## src/rtl/core/assert_macros.svh

```systemverilog
// Assertion shorthands shared by the core.
`ifndef ASSERT_MACROS_SVH
`define ASSERT_MACROS_SVH

// Same-cycle implication, disabled while reset is asserted.
`define ASSERT_IMPLIES(lbl, clk, rstn, ante, cons) \
    lbl: assert property (@(posedge clk) disable iff (!rstn) (ante) |-> (cons)) \
        else $error("implication check failed");

// Next-cycle implication, disabled while reset is asserted.
`define ASSERT_NEXT(lbl, clk, rstn, ante, cons) \
    lbl: assert property (@(posedge clk) disable iff (!rstn) (ante) |=> (cons)) \
        else $error("next-cycle check failed");

`endif

```

## src/rtl/core/dksm_pkg.sv

```systemverilog
package dksm_pkg;

    localparam int MAX_ORDER  = 1024;
    localparam int IDX_W      = $clog2(MAX_ORDER);
    localparam int K_W        = $clog2(MAX_ORDER + 1);
    localparam int ORD_W      = 11;
    localparam int WORD_W     = 31;
    localparam int VAR_W      = 2;
    localparam int SEED_IDX_W = 10;
    localparam int CFG_IDX_W  = 2;
    localparam int CFG_DATA_W = 31;
    localparam int PROD_W     = 2 * WORD_W + 1;
    localparam int ACC_W      = 64;
    localparam int DIGIT_W    = 4;
    localparam int DIGITS     = ACC_W / DIGIT_W;
    localparam int CNT_W      = $clog2(DIGITS);

    localparam logic [VAR_W-1:0] VARIANT_SUM = VAR_W'(2);

    typedef enum logic [CFG_IDX_W-1:0] {
        REG_ORDER,
        REG_MULT,
        REG_MOD,
        REG_VARIANT
    } cfg_reg_t;

    typedef enum logic {
        CMD_LOAD = 1'b0,
        CMD_STEP = 1'b1
    } cmd_t;

    typedef struct packed {
        logic              we;
        logic [IDX_W-1:0]  waddr;
        logic [WORD_W-1:0] wdata;
        logic              re;
        logic [IDX_W-1:0]  raddr;
    } ram_req_t;

endpackage

```

## src/rtl/core/dksm_mod_reduce.sv

```systemverilog
module dksm_mod_reduce (
    input  logic                          clk,
    input  logic                          rst_n,
    input  logic                          start,
    input  logic [dksm_pkg::ACC_W-1:0]    dividend,
    input  logic [dksm_pkg::WORD_W-1:0]   modulus,
    output logic                          done,
    output logic [dksm_pkg::WORD_W-1:0]   remainder
);
    import dksm_pkg::*;

    logic              busy_reg;
    logic              done_reg;
    logic [CNT_W-1:0]  cnt_reg;
    logic [ACC_W-1:0]  shift_reg;
    logic [WORD_W-1:0] mod_reg;
    logic [WORD_W-1:0] rem_reg;
    logic [WORD_W-1:0] rem_next;

    // Shift in one digit per cycle; each bit does one compare and subtract.
    always_comb
    begin
        logic [WORD_W:0] trial;
        rem_next = rem_reg;
        for (int i = 0; i < DIGIT_W; i++)
        begin
            trial = {rem_next, shift_reg[ACC_W-1-i]};
            if (trial >= {1'b0, mod_reg})
            begin
                trial = trial - {1'b0, mod_reg};
            end
            rem_next = trial[WORD_W-1:0];
        end
    end

    always_ff @(posedge clk or negedge rst_n)
    begin
        if (!rst_n)
        begin
            busy_reg <= 1'b0;
            done_reg <= 1'b0;
            cnt_reg  <= '0;
        end
        else
        begin
            done_reg <= 1'b0;
            if (start)
            begin
                busy_reg <= 1'b1;
                cnt_reg  <= '0;
            end
            else if (busy_reg)
            begin
                cnt_reg <= cnt_reg + CNT_W'(1);
                if (cnt_reg == CNT_W'(DIGITS - 1))
                begin
                    busy_reg <= 1'b0;
                    done_reg <= 1'b1;
                end
            end
        end
    end

    always_ff @(posedge clk)
    begin
        if (start)
        begin
            rem_reg   <= '0;
            shift_reg <= dividend;
            mod_reg   <= modulus;
        end
        else if (busy_reg)
        begin
            rem_reg   <= rem_next;
            shift_reg <= shift_reg << DIGIT_W;
        end
    end

    assign done      = done_reg;
    assign remainder = rem_reg;

endmodule

```

## config.mk

```make
export PLATFORM = sky130hd
export DESIGN_NAME = dksm_mod_reduce
export DESIGN_NICKNAME = d
export VERILOG_FILES = /design/src/rtl/core/assert_macros.svh /design/src/rtl/core/dksm_pkg.sv /design/src/rtl/core/dksm_mod_reduce.sv
export SDC_FILE = /design/constraint.sdc
export NUM_CORES = 1
export LEC_CHECK = 0
export CELL_PAD_IN_SITES_DETAIL_PLACEMENT = 0
export CELL_PAD_IN_SITES_GLOBAL_PLACEMENT = 1
export CORE_MARGIN = 2
export CORE_UTILIZATION = 54
export CTS_CLUSTER_SIZE = 8
export DETAILED_ROUTE_END_ITERATION = 8
export DONT_BUFFER_PORTS = 1
export PLACE_DENSITY = 0.95
export REMOVE_ABC_BUFFERS = 1
export SLEW_MARGIN = 30
export SYNTH_ARGS = -nofsm -noshare
export SYNTH_HDL_FRONTEND = slang
export SYNTH_SLANG_ARGS = --single-unit
```

## constraint.sdc

```tcl
create_clock -name clk -period 31.9 [get_ports clk]
set_clock_uncertainty 0.2 [all_clocks]
set_input_delay 3.19 -clock clk [delete_from_list [all_inputs] [get_ports clk]]
set_output_delay 3.19 -clock clk [all_outputs]
set_load 0.005 [all_outputs]
```

**Word-level counts from Yosys, hierarchy flattened**

Index checks and enable logic that the tools add are counted.

- Input port bits: 98
- Register bits after elaboration: 132

- Add/sub/neg operators: 5
- Mux-type cells: 14
- $lt $le $gt $ge: 4
- Equal/unequal tests: 1
- Reduce and logical (&&, ||, !) cells: 1

Operators with widths:

| kind | number |
|---|---|
| >= comparator 32 x 31 -> 1 bit | 4 |
| 2-to-1 mux 64 bit | 2 |
| 2-to-1 mux 31 bit | 4 |
| subtractor 31 bit | 4 |
| 2-to-1 mux 4 bit | 2 |
| 2-to-1 mux 1 bit | 6 |
| adder 4 x 1 -> 4 bit, second input constant | 1 |
| equality test 4 bit, second input constant | 1 |
| nonzero test 2 bit | 1 |

**Longest topological paths before layout**

- Word-level depth: 8
- Depth in mapped cells: 55

**Worst setup path before layout**

Ideal clock, no wire load.

- Kind: register to register
- From: register mod_reg[1]
- To: register rem_reg[17], in the netlist remainder[17]
- Period minus slack after synthesis: 10,933 ps
- Required time: 31,609 ps
- Setup slack: 20,967 ps
- Cell stages (with the launch flop): 49
- Buffers on the path: 8
- Arrival: 10,642 ps
- Cells stage by stage: edfxtp_1 > inv_1 > fa_1 > nand3_1 > a21oi_1 > o21ai_1 > a311oi_2 > nor2_2 > buf_2 > buf_1 > buf_2 > mux2i_1 > inv_1 > ha_1 > nand2_2 > o31ai_1 > nand3_1 > a211o_1 > [... 13 more ...] > nor2_1 > a311oi_4 > a21o_1 > buf_2 > mux2_2 > fa_1 > nor2b_1 > o21a_1 > o21ai_0 > a211o_1 > a211oi_1 > nor3_1 > o21ai_0 > a31oi_1 > o221a_1 > buf_6 > or3b_1 > a311oi_1

- Longest elaborated chain between the ends: 8
- Elaborated cells between the ends (all ways): 12
- Those cells by class: add/sub: 4; order compare: 4; mux: 4

RTL lines:

| item | line | source |
|---|---|---|
| start, declared | dksm_mod_reduce.sv:16 | `logic [WORD_W-1:0] mod_reg;` |
| start signal, assigned | dksm_mod_reduce.sv:70 | `mod_reg <= modulus;` |
| subtractor 31 bit or >= comparator 32 x 31 -> 1 bit (tied branches) | dksm_mod_reduce.sv:30, dksm_mod_reduce.sv:28 |  |
| 2-to-1 mux 31 bit | dksm_mod_reduce.sv:28 | `if (trial >= {1'b0, mod_reg})` |
| subtractor 31 bit or >= comparator 32 x 31 -> 1 bit (tied branches) | dksm_mod_reduce.sv:30, dksm_mod_reduce.sv:28 |  |
| 2-to-1 mux 31 bit | dksm_mod_reduce.sv:28 |  |
| subtractor 31 bit or >= comparator 32 x 31 -> 1 bit (tied branches) | dksm_mod_reduce.sv:30, dksm_mod_reduce.sv:28 |  |
| 2-to-1 mux 31 bit | dksm_mod_reduce.sv:28 |  |
| subtractor 31 bit or >= comparator 32 x 31 -> 1 bit (tied branches) | dksm_mod_reduce.sv:30, dksm_mod_reduce.sv:28 |  |
| 2-to-1 mux 31 bit (*) | dksm_mod_reduce.sv:28 |  |
| end signal, assigned | dksm_mod_reduce.sv:74 | `rem_reg <= rem_next;` |
| end, declared | dksm_mod_reduce.sv:17 | `logic [WORD_W-1:0] rem_reg;` |

Every way passes the cells marked *; elsewhere a longest branch is shown, timed or not.
A chain may end at the register's enable or synchronous reset.

**Worst setup path after layout**

- From: register mod_reg[0]
- To: register rem_reg[17], in the netlist remainder[17]

Same word-level chain as after synthesis.

==> impl_metrics.yaml <==
run_status:
  status: "completed"
synthesis:
  ys_seq_area_share_pct: 27.03
  synth_edf_count: 95
  synthCells: 1523
  synth.top_cell.area_share_pct: 21.28
  synth_area_leader_cell: "edfxtp_1"
  avgSynthCellArea_sq_um: 8.801
  synth.cell_area_sq_mm: 0.01340
  synthFlopType: "edfxtp_1"
  synth_warnings: 0
  ys_ff_latch: 132
  synth.area.top_cells: "edfxtp_1 (21%), ha_1 (12%), mux2_2 (6.9%)"
  synth_cell_type_count: 95
  async_flop_share_pct: 4.545
floorplanning:
  coreArea_sq_mm: 0.02432
  fp.dieArea_sq_mm: 0.02610
  die_y_um: 161.6
  rows: 57
  die_width_um: 161.6
  ios: 130
  start_util_pct: 55.12
worst_hold_path:
  hp-start: "shift_reg[9]"
  hold_path.class: "flop to flop"
critical_path:
  rrSetupSlack_ns: 18.20
  crit_path_start_kind: "flop"
  startpoint: "mod_reg[0]"
  critPathKind: "flop to flop"
  worstPathRequired_ns: 32.03
  worstPathArrival_ns: 13.84
  r2r-start: "mod_reg[0]"
  end_kind: "flop"
  cp_slowest_stage_delay_ns: 0.76
  crit_path_top_delay_cell: "a211oi_4"
  cp_max_fo: 57
finish:
  fin_cells: 1836
  layout.nets: 1726
  largest_reg_flops: 64
  syn_to_final_growth_pct: 6.105
  nFillCells: 2112
  final_area_sq_mm: 0.01422
  drive_gt1_share_pct: 10.71
  antenna_cells: 0
timing:
  max_slew_margin_pct: 33.44
  tightest_slew_ns: 0.9984
  holdWs_ns: 0.3481
  fin_crit_sh_pct: 42.95
  final_hold_viol_count: 0
  fin_crit_ns: 13.70
  rsz0062_at_grt: "no"
  tns_ns: 0
  setup_viol: 0
  slew_violations: 0
  fmax_ghz: 0.07298
cts:
  numCtsBuffers: 17
  h-tree-depth: 4
  cts_buffer_depth: 2
  postCtsSetupBuffers: 0
  hold_buffers: 0
  ctsResizeCount: 0
  clock_sinks: 132
  clkTransAtPathRegs_ns: 0.07
  cts_tree: "done"
  clock_latency_ns: 0.43
  clock-root-buffer: "clkbuf_16"
drt:
  vias: 12010
  drt_wl_total_mm: 41.33
  remaining_drc_errors: 0
  wl_per_cell_um: 22.51
  ant_nets: 0
  first_pass_iters: 7
  vias_per_cell: 6.543
  drtIter0Drc: 1080
global_routing:
  track_usage_pct: 31.55
  grt_pass1_wl_mm: 63.92
  antenna_found_initial: 0
  first_global_vias: 11600
  overflow: 0
  grt_max_degree: 128
placed_design:
  dp_cells: 1804
  place.gp.congestion: 0.9880
  placed_cell_area_sq_mm: 0.01365
  port_buffers: 0
  place_hpwl_mm: 32.09
job:
  drv_cap: 0
-- through the flow --
stage | util, % | setup WS [ns]
finish | 58.48 | 18.20
global route | 58.48 | 17.51
CTS | 58.48 | 18.55
detailed placement | 56.11 | 18.66
global placement | 56.11 | 18.79
floorplan | - | 19.35
-- Yosys cell counts (9+ instances only) --
cell type,n
nand2_1,130
ha_1,125
nor2_1,124
a21oi_1,116
o21ai_0,97
edfxtp_1,95
mux2_2,82
inv_1,75
xnor2_1,61
mux2i_1,52
xor2_1,41
a21o_1,40
dfxtp_1,31
nand3_1,30
clkbuf_1,28
nand4_1,27
a211oi_1,26
nor3_1,24
nand2b_1,23
a311oi_1,19
o21a_1,19
nor2b_1,14
and2_1,13
o211ai_1,13
o21bai_1,11
a31oi_1,10
buf_2,10
a211o_1,9
o31ai_1,9
or3_1,9
-- cell families (layout without fill, tap and decap cells) --
logic type | count (synthesis) | in the layout | synth area share (%)
flops | 132 | 132 | 27.03
buf+inv | 128 | 117 | 3.939
fa+ha+maj | 129 | 129 | 12.27
mux | 134 | 134 | 10.77
compound gates | 454 | 454 | 23.04
xor+xnor | 102 | 102 | 6.665
simple gates | 444 | 444 | 16.29
-- cells in the final DEF, fill, tap and decap left out, types with 5 or more instances in the layout --
master and instances:
and3_1 8, mux2_2 82, nand2b_1 23, nand3_1 29, a221oi_1 7, o31ai_1 9
nor2b_1 14, a211oi_1 26, xor2_1 41, a211o_1 9, mux2i_1 52, clkbuf_16 17
o21ai_0 97, o21a_1 19, dfxtp_1 31, nor3_1 24, or3_1 9, o21ai_1 7
nand2_1 130, a21oi_1 116, nand4_1 27, ha_1 125, dfrtp_1 5, a311oi_1 19
and2_1 13, or2_2 6, nor2_1 124, buf_4 9, a21o_1 40, nor4_1 8
xnor2_1 61, a31oi_1 10, o21bai_1 11, inv_1 74, o211ai_1 13, edfxtp_1 95
-- final timing paths --
path / to / cells past startpoint
setup / recovery: remainder[17] / 43
max in group asynchronous: busy_reg / 0
hold reg to reg: shift_reg[13] / 1
setup reg to reg: remainder[17] / 43
min in group asynchronous: busy_reg / 0
hold / removal: shift_reg[13] / 1
-- area by class of cell --
cell class | count | area [sq um] | area share [%]
Clock buffer | 18 | 439.2 | 3.088
Sequential cell | 132 | 3625 | 25.49
Clock inverter | 14 | 137.6 | 0.9677
Multi-Input combinational cell | 1263 | 9263 | 65.13
Timing Repair Buffer | 9 | 67.56 | 0.4751
Tap cell | 324 | 405.4 | 2.850
Inverter | 76 | 285.3 | 2.006
-- critical path, delay by kind of cell (launching register included) --
kind                     cells  cell delay [ns]
adder cells (fa/ha/maj)      5             1.71
AO/OA/AOI/OAI               23             7.16
AND/OR/NAND/NOR              8             1.77
flip-flops                   1             0.49
buffers and inverters        5             1.40
multiplexers                 2             0.81
-- routing by layer --
metal	global-route usage [%]	routed length, um	vias up
li1	-	-	5696
met1	41.61	17360	5614
met2	49.34	18030	618
met3	8.783	4496	85
met4	11.97	1440	0
met5	0	0	-
Power is left out: the tool's default activity adds up to more than one toggle a clock period on the data nets, which glitch-free logic cannot reach.
